==> src/rtl/core/ils_pkg.sv <==
// Shared types and codes of the intersection light sequencer.
`timescale 1ns / 1ps
`default_nettype none
package ils_pkg;

	localparam int TIME_WIDTH_DEF = 16;
	localparam int DUR_W = 16;
	localparam int LIM_W = DUR_W + 1;
	localparam int CFG_IDX_W = 3;

	typedef logic [1:0] light_t;
	typedef logic [1:0] mode_t;

	localparam light_t LT_OFF = 2'd0;
	localparam light_t LT_RED = 2'd1;
	localparam light_t LT_YELLOW = 2'd2;
	localparam light_t LT_GREEN = 2'd3;

	localparam mode_t MODE_NORMAL = 2'd0;
	localparam mode_t MODE_DISABLED = 2'd1;
	localparam mode_t MODE_BLINK = 2'd2;
	localparam mode_t MODE_DEBUG = 2'd3;

	localparam logic OP_TICK = 1'b0;
	localparam logic OP_MODE = 1'b1;

	localparam logic [CFG_IDX_W-1:0] CFG_RED = 3'd0;
	localparam logic [CFG_IDX_W-1:0] CFG_GREEN = 3'd1;
	localparam logic [CFG_IDX_W-1:0] CFG_YELLOW = 3'd2;
	localparam logic [CFG_IDX_W-1:0] CFG_DBG_STATE = 3'd3;
	localparam logic [CFG_IDX_W-1:0] CFG_DBG_BLINK = 3'd4;
	localparam logic [CFG_IDX_W-1:0] CFG_VEH_MASK = 3'd5;
	localparam logic [CFG_IDX_W-1:0] CFG_PED_MASK = 3'd6;

	// Per-lane control from the mode logic for one request.
	typedef struct packed {
		logic   step;
		logic   load;
		logic   clear_timer;
		light_t load_light;
	} lane_ctrl_t;

	// Phase times seen by one lane.
	typedef struct packed {
		logic [LIM_W-1:0] red;
		logic [LIM_W-1:0] green;
		logic [LIM_W-1:0] yellow;
	} lane_limits_t;

endpackage
`default_nettype wire

==> src/rtl/core/intersection_light_sequencer_top.sv <==
// Top level of the intersection light sequencer.
// Accepts one request per clock while results are taken: a millisecond tick or
// a mode change. A request is held in the input register, then updates the
// eight light lanes and the mode in a single pass; the lane and mode registers
// themselves form the result, so each result is presented from them, behind the
// input register, and the sustained rate is one request per cycle while results
// are taken. The installed-light masks are applied on the outputs, so an absent
// light reads off. Configuration writes take effect at once; there is no clearing pass.
`timescale 1ns / 1ps
`default_nettype none
module intersection_light_sequencer_top #(
	parameter int TIME_WIDTH = ils_pkg::TIME_WIDTH_DEF
) (
	input  logic                           clk,
	input  logic                           arst_n,
	input  logic                           in_valid,
	output logic                           in_ready,
	input  logic                           operation,
	input  logic [1:0]                     new_mode,
	output logic                           out_valid,
	input  logic                           out_ready,
	output logic [1:0]                     vehicle_north,
	output logic [1:0]                     vehicle_south,
	output logic [1:0]                     vehicle_east,
	output logic [1:0]                     vehicle_west,
	output logic [1:0]                     walk_north,
	output logic [1:0]                     walk_south,
	output logic [1:0]                     walk_east,
	output logic [1:0]                     walk_west,
	output logic                           blink_on,
	output logic [1:0]                     mode_now,
	input  logic                           cfg_write,
	input  logic [ils_pkg::CFG_IDX_W-1:0]  cfg_index,
	input  logic [ils_pkg::DUR_W-1:0]      cfg_data
);
	import ils_pkg::*;

	logic [DUR_W-1:0] red_q;
	logic [DUR_W-1:0] green_q;
	logic [DUR_W-1:0] yellow_q;
	light_t           dbg_state_q;
	logic             dbg_blink_q;
	logic [3:0]       veh_mask_q;
	logic [3:0]       ped_mask_q;

	logic             valid_s1;
	logic             op_s1;
	mode_t            mode_s1;
	logic             valid_s2;

	mode_t            mode_q;
	logic             blink_q;

	logic             advance;
	logic             do_mode;
	logic             do_tick;
	light_t           force_light;

	lane_limits_t     veh_limits;
	lane_limits_t     ped_limits;
	lane_ctrl_t       veh_ctrl [4];
	lane_ctrl_t       ped_ctrl [4];
	light_t           veh_light [4];
	light_t           ped_light [4];
	light_t           veh_out [4];
	light_t           ped_out [4];

	always_ff @(posedge clk or negedge arst_n) begin
		if (!arst_n) begin
			red_q <= 16'd5000;
			green_q <= 16'd4000;
			yellow_q <= 16'd1000;
			dbg_state_q <= LT_OFF;
			dbg_blink_q <= 1'b0;
			veh_mask_q <= 4'hF;
			ped_mask_q <= 4'hF;
		end else if (cfg_write) begin
			unique case (cfg_index)
				CFG_RED: red_q <= cfg_data;
				CFG_GREEN: green_q <= cfg_data;
				CFG_YELLOW: yellow_q <= cfg_data;
				CFG_DBG_STATE: dbg_state_q <= cfg_data[1:0];
				CFG_DBG_BLINK: dbg_blink_q <= cfg_data[0];
				CFG_VEH_MASK: veh_mask_q <= cfg_data[3:0];
				CFG_PED_MASK: ped_mask_q <= cfg_data[3:0];
				default: begin
				end
			endcase
		end
	end

	// The state registers hold the result, so they may only move once the
	// previous result has been taken.
	assign advance = valid_s1 && (!valid_s2 || out_ready);
	assign in_ready = !valid_s1 || advance;
	assign do_mode = advance && (op_s1 == OP_MODE);
	assign do_tick = advance && (op_s1 == OP_TICK) && (mode_q == MODE_NORMAL);

	always_ff @(posedge clk or negedge arst_n) begin
		if (!arst_n) begin
			valid_s1 <= 1'b0;
		end else if (in_ready) begin
			valid_s1 <= in_valid;
		end
	end

	always_ff @(posedge clk) begin
		if (in_ready && in_valid) begin
			op_s1 <= operation;
			mode_s1 <= new_mode;
		end
	end

	always_ff @(posedge clk or negedge arst_n) begin
		if (!arst_n) begin
			valid_s2 <= 1'b0;
		end else if (advance) begin
			valid_s2 <= 1'b1;
		end else if (out_ready) begin
			valid_s2 <= 1'b0;
		end
	end

	always_ff @(posedge clk or negedge arst_n) begin
		if (!arst_n) begin
			mode_q <= MODE_DISABLED;
			blink_q <= 1'b0;
		end else if (do_mode) begin
			mode_q <= mode_s1;
			unique case (mode_s1)
				MODE_BLINK: blink_q <= 1'b1;
				MODE_DEBUG: blink_q <= dbg_blink_q;
				default: blink_q <= 1'b0;
			endcase
		end
	end

	always_comb begin
		unique case (mode_s1)
			MODE_BLINK: force_light = LT_YELLOW;
			MODE_DEBUG: force_light = dbg_state_q;
			default: force_light = LT_OFF;
		endcase
	end

	assign veh_limits.red = {1'b0, red_q};
	assign veh_limits.green = {1'b0, green_q};
	assign veh_limits.yellow = {1'b0, yellow_q};
	assign ped_limits.red = {1'b0, red_q};
	assign ped_limits.green = {1'b0, green_q} + {1'b0, yellow_q};
	assign ped_limits.yellow = {1'b0, yellow_q};

	// Entering normal mode starts north/south vehicles and east/west walks green.
	for (genvar i = 0; i < 4; i++) begin : g_lane
		always_comb begin
			veh_ctrl[i].step = do_tick && veh_mask_q[i];
			veh_ctrl[i].load = do_mode;
			veh_ctrl[i].clear_timer = (mode_s1 == MODE_NORMAL);
			ped_ctrl[i].step = do_tick && ped_mask_q[i];
			ped_ctrl[i].load = do_mode;
			ped_ctrl[i].clear_timer = (mode_s1 == MODE_NORMAL);
			if (mode_s1 == MODE_NORMAL) begin
				veh_ctrl[i].load_light = (i < 2) ? LT_GREEN : LT_RED;
				ped_ctrl[i].load_light = (i < 2) ? LT_RED : LT_GREEN;
			end else begin
				veh_ctrl[i].load_light = force_light;
				ped_ctrl[i].load_light = force_light;
			end
		end

		ils_lane #(.TIME_WIDTH(TIME_WIDTH)) u_veh (
			.clk    (clk),
			.arst_n (arst_n),
			.ctrl   (veh_ctrl[i]),
			.limits (veh_limits),
			.pair   (1'b0),
			.light  (veh_light[i])
		);

		ils_lane #(.TIME_WIDTH(TIME_WIDTH)) u_ped (
			.clk    (clk),
			.arst_n (arst_n),
			.ctrl   (ped_ctrl[i]),
			.limits (ped_limits),
			.pair   (1'b1),
			.light  (ped_light[i])
		);

		assign veh_out[i] = veh_mask_q[i] ? veh_light[i] : LT_OFF;
		assign ped_out[i] = ped_mask_q[i] ? ped_light[i] : LT_OFF;
	end

	assign out_valid = valid_s2;
	assign vehicle_north = veh_out[0];
	assign vehicle_south = veh_out[1];
	assign vehicle_east = veh_out[2];
	assign vehicle_west = veh_out[3];
	assign walk_north = ped_out[0];
	assign walk_south = ped_out[1];
	assign walk_east = ped_out[2];
	assign walk_west = ped_out[3];
	assign blink_on = blink_q;
	assign mode_now = mode_q;

endmodule
`default_nettype wire

==> src/rtl/core/ils_lane.sv <==
// One light lane: phase register, millisecond timer and phase stepping.
`timescale 1ns / 1ps
`default_nettype none
module ils_lane #(
	parameter int TIME_WIDTH = ils_pkg::TIME_WIDTH_DEF
) (
	input  logic                  clk,
	input  logic                  arst_n,
	input  ils_pkg::lane_ctrl_t   ctrl,
	input  ils_pkg::lane_limits_t limits,
	input  logic                  pair,
	output ils_pkg::light_t       light
);
	import ils_pkg::*;

	localparam int CW = (TIME_WIDTH > LIM_W) ? TIME_WIDTH : LIM_W;

	light_t                light_q;
	logic [TIME_WIDTH-1:0] elapsed_q;
	logic [TIME_WIDTH-1:0] bumped;
	logic [LIM_W-1:0]      limit;
	light_t                nxt;
	logic                  active;
	logic                  reached;

	// A pedestrian pair has no yellow phase and goes from green straight to red.
	always_comb begin
		limit = limits.red;
		nxt = LT_GREEN;
		active = 1'b0;
		case (light_q)
			LT_RED: begin
				limit = limits.red;
				nxt = LT_GREEN;
				active = 1'b1;
			end
			LT_GREEN: begin
				limit = limits.green;
				nxt = pair ? LT_RED : LT_YELLOW;
				active = 1'b1;
			end
			LT_YELLOW: begin
				limit = limits.yellow;
				nxt = LT_RED;
				active = !pair;
			end
			default: begin
				limit = limits.red;
				nxt = LT_GREEN;
				active = 1'b0;
			end
		endcase
	end

	assign bumped = (elapsed_q == {TIME_WIDTH{1'b1}}) ? elapsed_q
		: elapsed_q + TIME_WIDTH'(1);
	assign reached = CW'(bumped) >= CW'(limit);

	always_ff @(posedge clk or negedge arst_n) begin
		if (!arst_n) begin
			light_q <= LT_OFF;
			elapsed_q <= '0;
		end else if (ctrl.load) begin
			light_q <= ctrl.load_light;
			if (ctrl.clear_timer) begin
				elapsed_q <= '0;
			end
		end else if (ctrl.step && active) begin
			if (reached) begin
				light_q <= nxt;
				elapsed_q <= '0;
			end else begin
				elapsed_q <= bumped;
			end
		end
	end

	assign light = light_q;

endmodule
`default_nettype wire

==> config.mk <==
export PLATFORM = sky130hd
export DESIGN_NAME = intersection_light_sequencer_top
export DESIGN_NICKNAME = d
export VERILOG_FILES = /design/src/rtl/core/ils_pkg.sv /design/src/rtl/core/intersection_light_sequencer_top.sv /design/src/rtl/core/ils_lane.sv
export SDC_FILE = /design/constraint.sdc
export NUM_CORES = 1
export LEC_CHECK = 0
export BUFFER_PORTS_ARGS = -buffer_cell sky130_fd_sc_hd__buf_2
export CORE_MARGIN = 5
export CORE_UTILIZATION = 45
export DETAILED_ROUTE_END_ITERATION = 10
export PLACE_DENSITY = 0.69
export SLEW_MARGIN = 20
export SYNTH_ARGS = -nofsm -noshare
export SYNTH_HDL_FRONTEND = slang
export SYNTH_HIERARCHICAL = 1
export SYNTH_SLANG_ARGS = --single-unit
==> constraint.sdc <==
create_clock -name clk -period 9.2 [get_ports clk]
set_input_delay 2.76 -clock clk [delete_from_list [all_inputs] [get_ports clk]]
set_output_delay 2.76 -clock clk [all_outputs]
set_load 0.03 [all_outputs]
==> results.json, run 1 <==
{
  "end_kind": "primary output",
  "synth_warnings": 6,
  "ys_seq_elements": 211,
  "drc_errors": 0,
  "post-route-min-period_ps": 6000,
  "setup_viol": 0,
  "clockPowerShare_pct": 18.9,
  "postCtsSetupRepairBufs": 0,
  "grtUsageTotal_pct": 22.3,
  "ys_async_sr_fraction_pct": 98.6,
  "pwr-share-seq_pct": 27.4,
  "routed_wl_um": 57900,
  "ir_drop_mv": 0.208,
  "die-area_mm2": 0.0493,
  "dp.cells": 2918,
  "final_antenna_net_count": 0,
  "finalCritPeriodShare_pct": 65.2,
  "io_pins": 48,
  "regArea_mm2": 0.00533,
  "clk_latency_ps": 590,
  "syn_avg_cell_area_um2": 8.58,
  "tns_ps": 0,
  "place.port_buffers": 47,
  "cts_tree": "built",
  "syn_to_final_growth_pct": 7.38,
  "critPathKind": "in -> out",
  "drtPass1Iterations": 6,
  "synth_common_cells": "319 x nand2_1, 182 x dfrtp_1, 169 x mux2i_1",
  "p_per_area_mw_per_mm2": 272,
  "cts_resized": 0,
  "die_width_um": 222,
  "hp-class": "reg -> reg",
  "antenna_found_initial": 3,
  "rsz0062_at_grt": "false",
  "cts_max_path_buffers": 3,
  "final_area_mm2": 0.0217,
  "worstPathCellList": "buf_2 -> nand3b_1 -> buf_2",
  "die_h_um": 222,
  "power.internal_uw": 3110,
  "netlist_top_cells_area": "dfrtp_1 22%, ha_1 9.4%, mux2i_1 8.4%, nand2_1 5.9%, mux2_2 4.1%",
  "holdBufCountCts": 0,
  "r2r_setup_slack_ps": 3910,
  "power.switching_uw": 2800,
  "arrival_ps": 3240,
  "cts_buffers": 28,
  "synth-edff-count": 3,
  "max-cap-violations": 0,
  "path_max_fanout": 3,
  "drtIter0Drc": 1418,
  "final_layout_size_suffix_gt1_share_pct": 13.9,
  "hpwlAfterDp_um": 40700,
  "core-area_mm2": 0.0444,
  "clock_skew_ps": 30.5,
  "yosysTopAreaCellShare_pct": 22.5,
  "grt_pass1_vias": 16798,
  "multi_input_area_mm2": 0.0142,
  "maxSlewViolCount": 0,
  "num_vias": 18072,
  "p_leak_uw": 0.00983,
  "grt_pass1_wl_um": 91400,
  "yosysMostFrequentCell": "nand2_1",
  "nFillCells": 4150,
  "crit_path_start_kind": "primary input",
  "cts_num_sinks": 211,
  "path_clk_slew_ps": 60,
  "slowest_stage": "buf_2",
  "htreeDepth": 1,
  "synth_ff_type": "dfrtp_1",
  "gp_congestion": 0.948,
  "vias_per_cell": 6.08,
  "cts-root-buf": "clkbuf_16",
  "p_comb_share_pct": 53.7,
  "gr-total-overflow": 0,
  "wire_per_inst_um": 19.5,
  "cp_slowest_stage_delay_ps": 200,
  "tightestPinTransition_ps": 1110,
  "switching_share_pct": 47.4,
  "initial_core_util_pct": 45.6,
  "status": "complete, no violations",
  "place_area_mm2": 0.0208,
  "synth_cells": 2359,
  "hold_viol": 0,
  "max_slew_margin_pct": 25.5,
  "nNetsFinal": 2537,
  "antenna_cells": 0,
  "synth_cell_types": 74,
  "required_ps": 6440,
  "std_cell_rows": 77,
  "grt_max_degree": 96,
  "final_cells": 2971,
  "cp_common_cell": "buf_2",
  "synth_top_area_cell": "dfrtp_1",
  "seq_area_frac_synth_pct": 26.3,
  "timing.fmax_mhz": 167,
  "syn_area_mm2": 0.0203
}
## sequential cells by signal, indices dropped and copies added, names as in the netlist, 2 cells and up
signal and cells:
g_lane.u_veh/elapsed_q 64, veh_mask_q 4, dbg_state_q 2, red_q 16, yellow_q 16, ped_mask_q 4
mode_s1 2, mode_now 2, g_lane.u_ped/light 8, green_q 16, g_lane.u_veh/light 8, g_lane.u_ped/elapsed_q 64
## final timing paths
kind                           startpoint                           end  cells after the start
hold / removal             dbg_state_q[1]                dbg_state_q[1]                      1
hold reg to reg            dbg_state_q[1]                dbg_state_q[1]                      1
min in group asynchronous          arst_n  g_lane[3].u_veh/elapsed_q[5]                      1
setup / recovery                out_ready                      in_ready                      3
setup reg to reg              yellow_q[0]  g_lane[3].u_ped/elapsed_q[2]                     18
max in group asynchronous          arst_n  g_lane[2].u_ped/elapsed_q[7]                      2
## metrics by stage
| stage | setup slack (ps) | hold slack [ps] | total power [uW] | utilization (%) |
|---|---|---|---|---|
| 6_report | 3200 | 507 | 5910 | 49.0 |
| 5_1_grt | 3170 | 526 | 6370 | 49.0 |
| 4_1_cts | 3200 | 509 | 5880 | 48.9 |
| 3_5_place_dp | 3200 | 495 | 4740 | 46.8 |
| 3_3_place_gp | 3210 | 490 | 4600 | 46.8 |
| 2_1_floorplan | 3330 | 475 | 3900 | - |
## worst max-delay path, delay by kind of cell
family | cells | cell delay [ps]
simple gates | 1 | 180
buf+inv | 2 | 300
## cells in the final DEF, fill, tap and decap left out, drive strengths merged, types with 9 or more instances in the layout
| master | n |
|---|---|
| o31ai | 40 |
| nand4b | 19 |
| a41o | 17 |
| a21boi | 9 |
| nor2 | 139 |
| a21oi | 75 |
| nand3 | 94 |
| nor2b | 9 |
| o21ai | 219 |
| buf | 62 |
| and2 | 49 |
| o211ai | 9 |
| o21a | 12 |
| nand4 | 115 |
| nor3b | 11 |
| xor2 | 28 |
| clkinv | 9 |
| a211oi | 9 |
| and3 | 10 |
| dfstp | 26 |
| nor3 | 68 |
| dfrtp | 182 |
| xnor2 | 65 |
| clkbuf | 33 |
| a31oi | 43 |
| conb | 44 |
| nor4 | 17 |
| inv | 54 |
| ha | 152 |
| or2 | 25 |
| o22ai | 9 |
| mux2 | 108 |
| nand2 | 327 |
| mux2i | 177 |
| nand2b | 20 |
## area by class of cell
class / instances / area share, %
clock inverters: 19 / 0.863
clock buffers: 33 / 3.45
repair buffers: 62 / 1.66
flip-flops and latches: 211 / 24.5
well taps: 592 / 3.41
inverters: 52 / 0.898
multi-input cells: 2002 / 65.2
## metal layers
layer / routed length (um) / vias to the layer above / global-route usage [%]
met5: 37 / - / 0
met4: 1720 / 6 / 6.36
met3: 4080 / 124 / 3.35
met2: 26300 / 609 / 36.3
met1: 25700 / 8674 / 31.0
li1: - / 8659 / -
## cells by family after synthesis
group,after synthesis,share of synthesized area (%)
compound gates,497,15.6
xor+xnor,93,4.02
fa+ha+maj,153,9.49
buf+inv,188,4.47
flops,211,26.3
mux,285,15.6
other cells,2,0.0371
simple gates,930,24.5
## power groups by stage
stage / Sequential [uW] / Clock [uW] / Combinational [uW]
2_1_floorplan: 1320 / 0 / 2580
3_3_place_gp: 1600 / 0 / 3000
3_5_place_dp: 1610 / 0 / 3130
4_1_cts: 1600 / 1140 / 3140
5_1_grt: 1640 / 1180 / 3550
6_report: 1620 / 1120 / 3170
No activity file was read; power rests on OpenSTA's default activity.
==> run 2, diff against run 1 <==
--- a/config.mk
+++ b/config.mk
@@ -5,6 +5,7 @@
 export SDC_FILE = /design/constraint.sdc
 export NUM_CORES = 1
 export LEC_CHECK = 0
+export ABC_AREA = 1
 export BUFFER_PORTS_ARGS = -buffer_cell sky130_fd_sc_hd__buf_2
 export CORE_MARGIN = 5
 export CORE_UTILIZATION = 45
==> constraint.sdc (replaced) <==
create_clock -name clk -period 5.8 [get_ports clk]
set_input_delay 1.74 -clock clk [delete_from_list [all_inputs] [get_ports clk]]
set_output_delay 1.74 -clock clk [all_outputs]
set_load 0.03 [all_outputs]
==> run 2 against run 1 <==
  * Non-clock buffer count shrank 7
  * Power grew 76%
  * Register-to-register slack lost 2200 ps
  * Combinational power grew 89%
  * Clock skew shrank 2.1 ps
  * Worst setup slack lost 1500 ps
  * Synthesized cell count grew 18%
  * Hold slack lost 14 ps
  * Area after synthesis shrank 2.1%
  * Clock power grew 59%
  * Via count grew 6.8%
==> results.json, run 2 <==
{
  "status": "complete, no violations",
  "synth_top_area_cell": "dfrtp_1",
  "power.total_uw": 10400,
  "arrival_ps": 4550,
  "antenna_found_initial": 0,
  "grtUsageTotal_pct": 24.6,
  "crit_path_start_kind": "register",
  "maxSlewViolCount": 0,
  "cp_common_cell": "nand2_1",
  "die-area_mm2": 0.0483,
  "netlist_top_cells_area": "dfrtp_1 23%, nand2_1 15%, ha_1 9.6%, inv_1 7.0%, o22ai_2 5.0%",
  "vias_per_cell": 5.59,
  "final_area_mm2": 0.0216,
  "hpwlAfterDp_um": 43500,
  "p_per_area_mw_per_mm2": 483,
  "max_slew_margin_pct": 26.1,
  "cts_resized": 0,
  "htreeDepth": 1,
  "syn_avg_cell_area_um2": 7.13,
  "synth_common_cells": "788 x nand2_1, 372 x inv_1, 195 x nor2_1",
  "top_layer": "met4",
  "gp_congestion": 0.968,
  "switching_share_pct": 50.1,
  "cts_buffers": 27,
  "route.met3.wl_um": 5240,
  "synth_warnings": 6,
  "place.port_buffers": 47,
  "num_vias": 19309,
  "synth-edff-count": 3,
  "synth_ff_type": "dfrtp_1",
  "drc_errors": 0,
  "max-cap-violations": 0,
  "synth_cell_types": 45,
  "required_ps": 6260,
  "cp_top_family": "simple AND/OR/NAND/NOR gates",
  "slowest_stage": "dfrtp_1",
  "critPathKind": "reg -> reg",
  "final_common_cell": "nand2_1",
  "setup_viol": 0,
  "path_max_fanout": 19,
  "yosysMostFrequentCell": "nand2_1",
  "cts_tree": "built",
  "grt_max_degree": 109,
  "gr-total-overflow": 0,
  "io_pins": 48,
  "timing.fmax_mhz": 244,
  "cts-root-buf": "clkbuf_16",
  "met1_length_um": 25200,
  "routed_wl_um": 60700,
  "syn_to_final_growth_pct": 8.77,
  "postCtsSetupRepairBufs": 0,
  "power.switching_uw": 5220,
  "layout_common_cells": "788 x nand2_1, 372 x inv_1, 195 x nor2_1, 182 x dfrtp_1, 177 x a21oi_1",
  "tns_ps": 0,
  "power.internal_uw": 5200,
  "final_layout_size_suffix_gt1_share_pct": 14.0,
  "tightestPinTransition_ps": 1110,
  "ir_drop_mv": 0.276,
  "clock_skew_ps": 28.3,
  "post-route-min-period_ps": 4090,
  "wire_per_inst_um": 17.6,
  "rsz0062_at_grt": "false",
  "cp_slowest_stage_delay_ps": 580,
  "drtIter0Drc": 1790,
  "die_h_um": 220,
  "p_comb_share_pct": 57.6,
  "holdWs_ps": 493,
  "final_util_pct": 49.1,
  "initial_core_util_pct": 45.1,
  "final_antenna_net_count": 0,
  "p_leak_uw": 0.0110,
  "path_clk_slew_ps": 60,
  "drtPass1Iterations": 7,
  "finalCritPeriodShare_pct": 70.6,
  "ys_async_sr_fraction_pct": 98.6,
  "worstPathCellList": "ha_1 -> fa_1 -> nand2_1 -> nand2_1 -> nand3b_1 -> nand2_1 -> xor2_1 -> a21oi_1 -> ha_1 -> nand2_1 -> nand2_1 -> nand2_1 -> nand2_1 -> a21oi_1 -> nor2_1 -> nor2_2 -> nand4_4 -> o21ai_0",
  "grt_pass1_wl_um": 95600,
  "syn_area_mm2": 0.0198,
  "cp.buffers_inverters": 0,
  "antenna_cells": 0,
  "place_area_mm2": 0.0206,
  "ys_seq_elements": 211,
  "synth_cells": 2780,
  "cts_num_sinks": 211,
  "std_cell_rows": 77,
  "clk_latency_ps": 580,
  "cts_max_path_buffers": 3,
  "top_regs": "g_lane.u_ped/elapsed_q x64, g_lane.u_veh/elapsed_q x64",
  "grt_pass1_vias": 18361,
  "nNetsFinal": 3021,
  "core-area_mm2": 0.0439,
  "die_width_um": 220,
  "hp-class": "reg -> reg",
  "end_kind": "register",
  "clockPowerShare_pct": 17.1,
  "yosysTopAreaCellShare_pct": 23.0,
  "seq_area_frac_synth_pct": 26.9,
  "holdBufCountCts": 0,
  "pwr-share-seq_pct": 25.4,
  "wl_met2_um": 27600,
  "hold_viol": 0
}
run 2: metal layers:
metal	global-route usage, %	vias up
met1	31.5	8921
met4	9.19	0
li1	-	9399
met3	4.88	209
met5	0	-
met2	41.1	780
run 2: worst paths after layout:
check / from / endpoint / slack [ps] / cells past startpoint
worst max-delay path: green_q[0] / g_lane[1].u_ped/elapsed_q[10] / 1710 / 18
worst min-delay path: blink_on / blink_on / 490 / 2
worst max register to register: green_q[0] / g_lane[1].u_ped/elapsed_q[10] / 1710 / 18
worst min register to register: blink_on / blink_on / 490 / 2
max in group asynchronous: arst_n / g_lane[2].u_veh/elapsed_q[7] / 3510 / 2
min in group asynchronous: arst_n / g_lane[0].u_veh/elapsed_q[5] / 1220 / 1
run 2: kinds of logic after synthesis:
logic type / after synthesis / synth area share (%)
AO/OA/AOI/OAI: 588 / 21.6
AND/OR/NAND/NOR: 1297 / 29.2
XOR/XNOR: 71 / 3.14
adder cells (fa/ha/maj): 153 / 9.70
other: 2 / 0.0379
flip-flops: 211 / 26.9
buffers and inverters: 458 / 9.37
run 2: layout make-up:
class,count,area (um^2)
inverter,401,1510
sequential,211,5330
clock buffer,35,726
multi-input combinational,2145,12800
timing repair buffer,55,305
clock inverter,15,193
fill,4400,22400
tap,592,741
run 2: per-stage QoR:
step,cells,setup WS (ps)
4_1_cts,3454,1840
3_3_place_gp,3404,1860
6_report,3454,1710
3_5_place_dp,3404,1780
2_1_floorplan,2814,2000
5_1_grt,3454,1440
run 2: power by group through the flow:
stage               sequential (uW)  clock, uW  combinational [uW]
CTS                            2590       1820                5920
global placement               2600          0                5670
finish                         2640       1780                6000
global route                   2680       1870                6720
floorplan                      2360          0                4660
detailed placement             2620          0                5890
run 2: worst reg2reg max path, delay by kind of cell, from the launching register on:
family / cells / cell delay (ps)
adders and majority gates: 3 / 1120
and+or+nand+nor: 11 / 1120
AOI/OAI and AO/OA: 3 / 660
xor gates and xnor gates: 1 / 500
DFF: 1 / 580
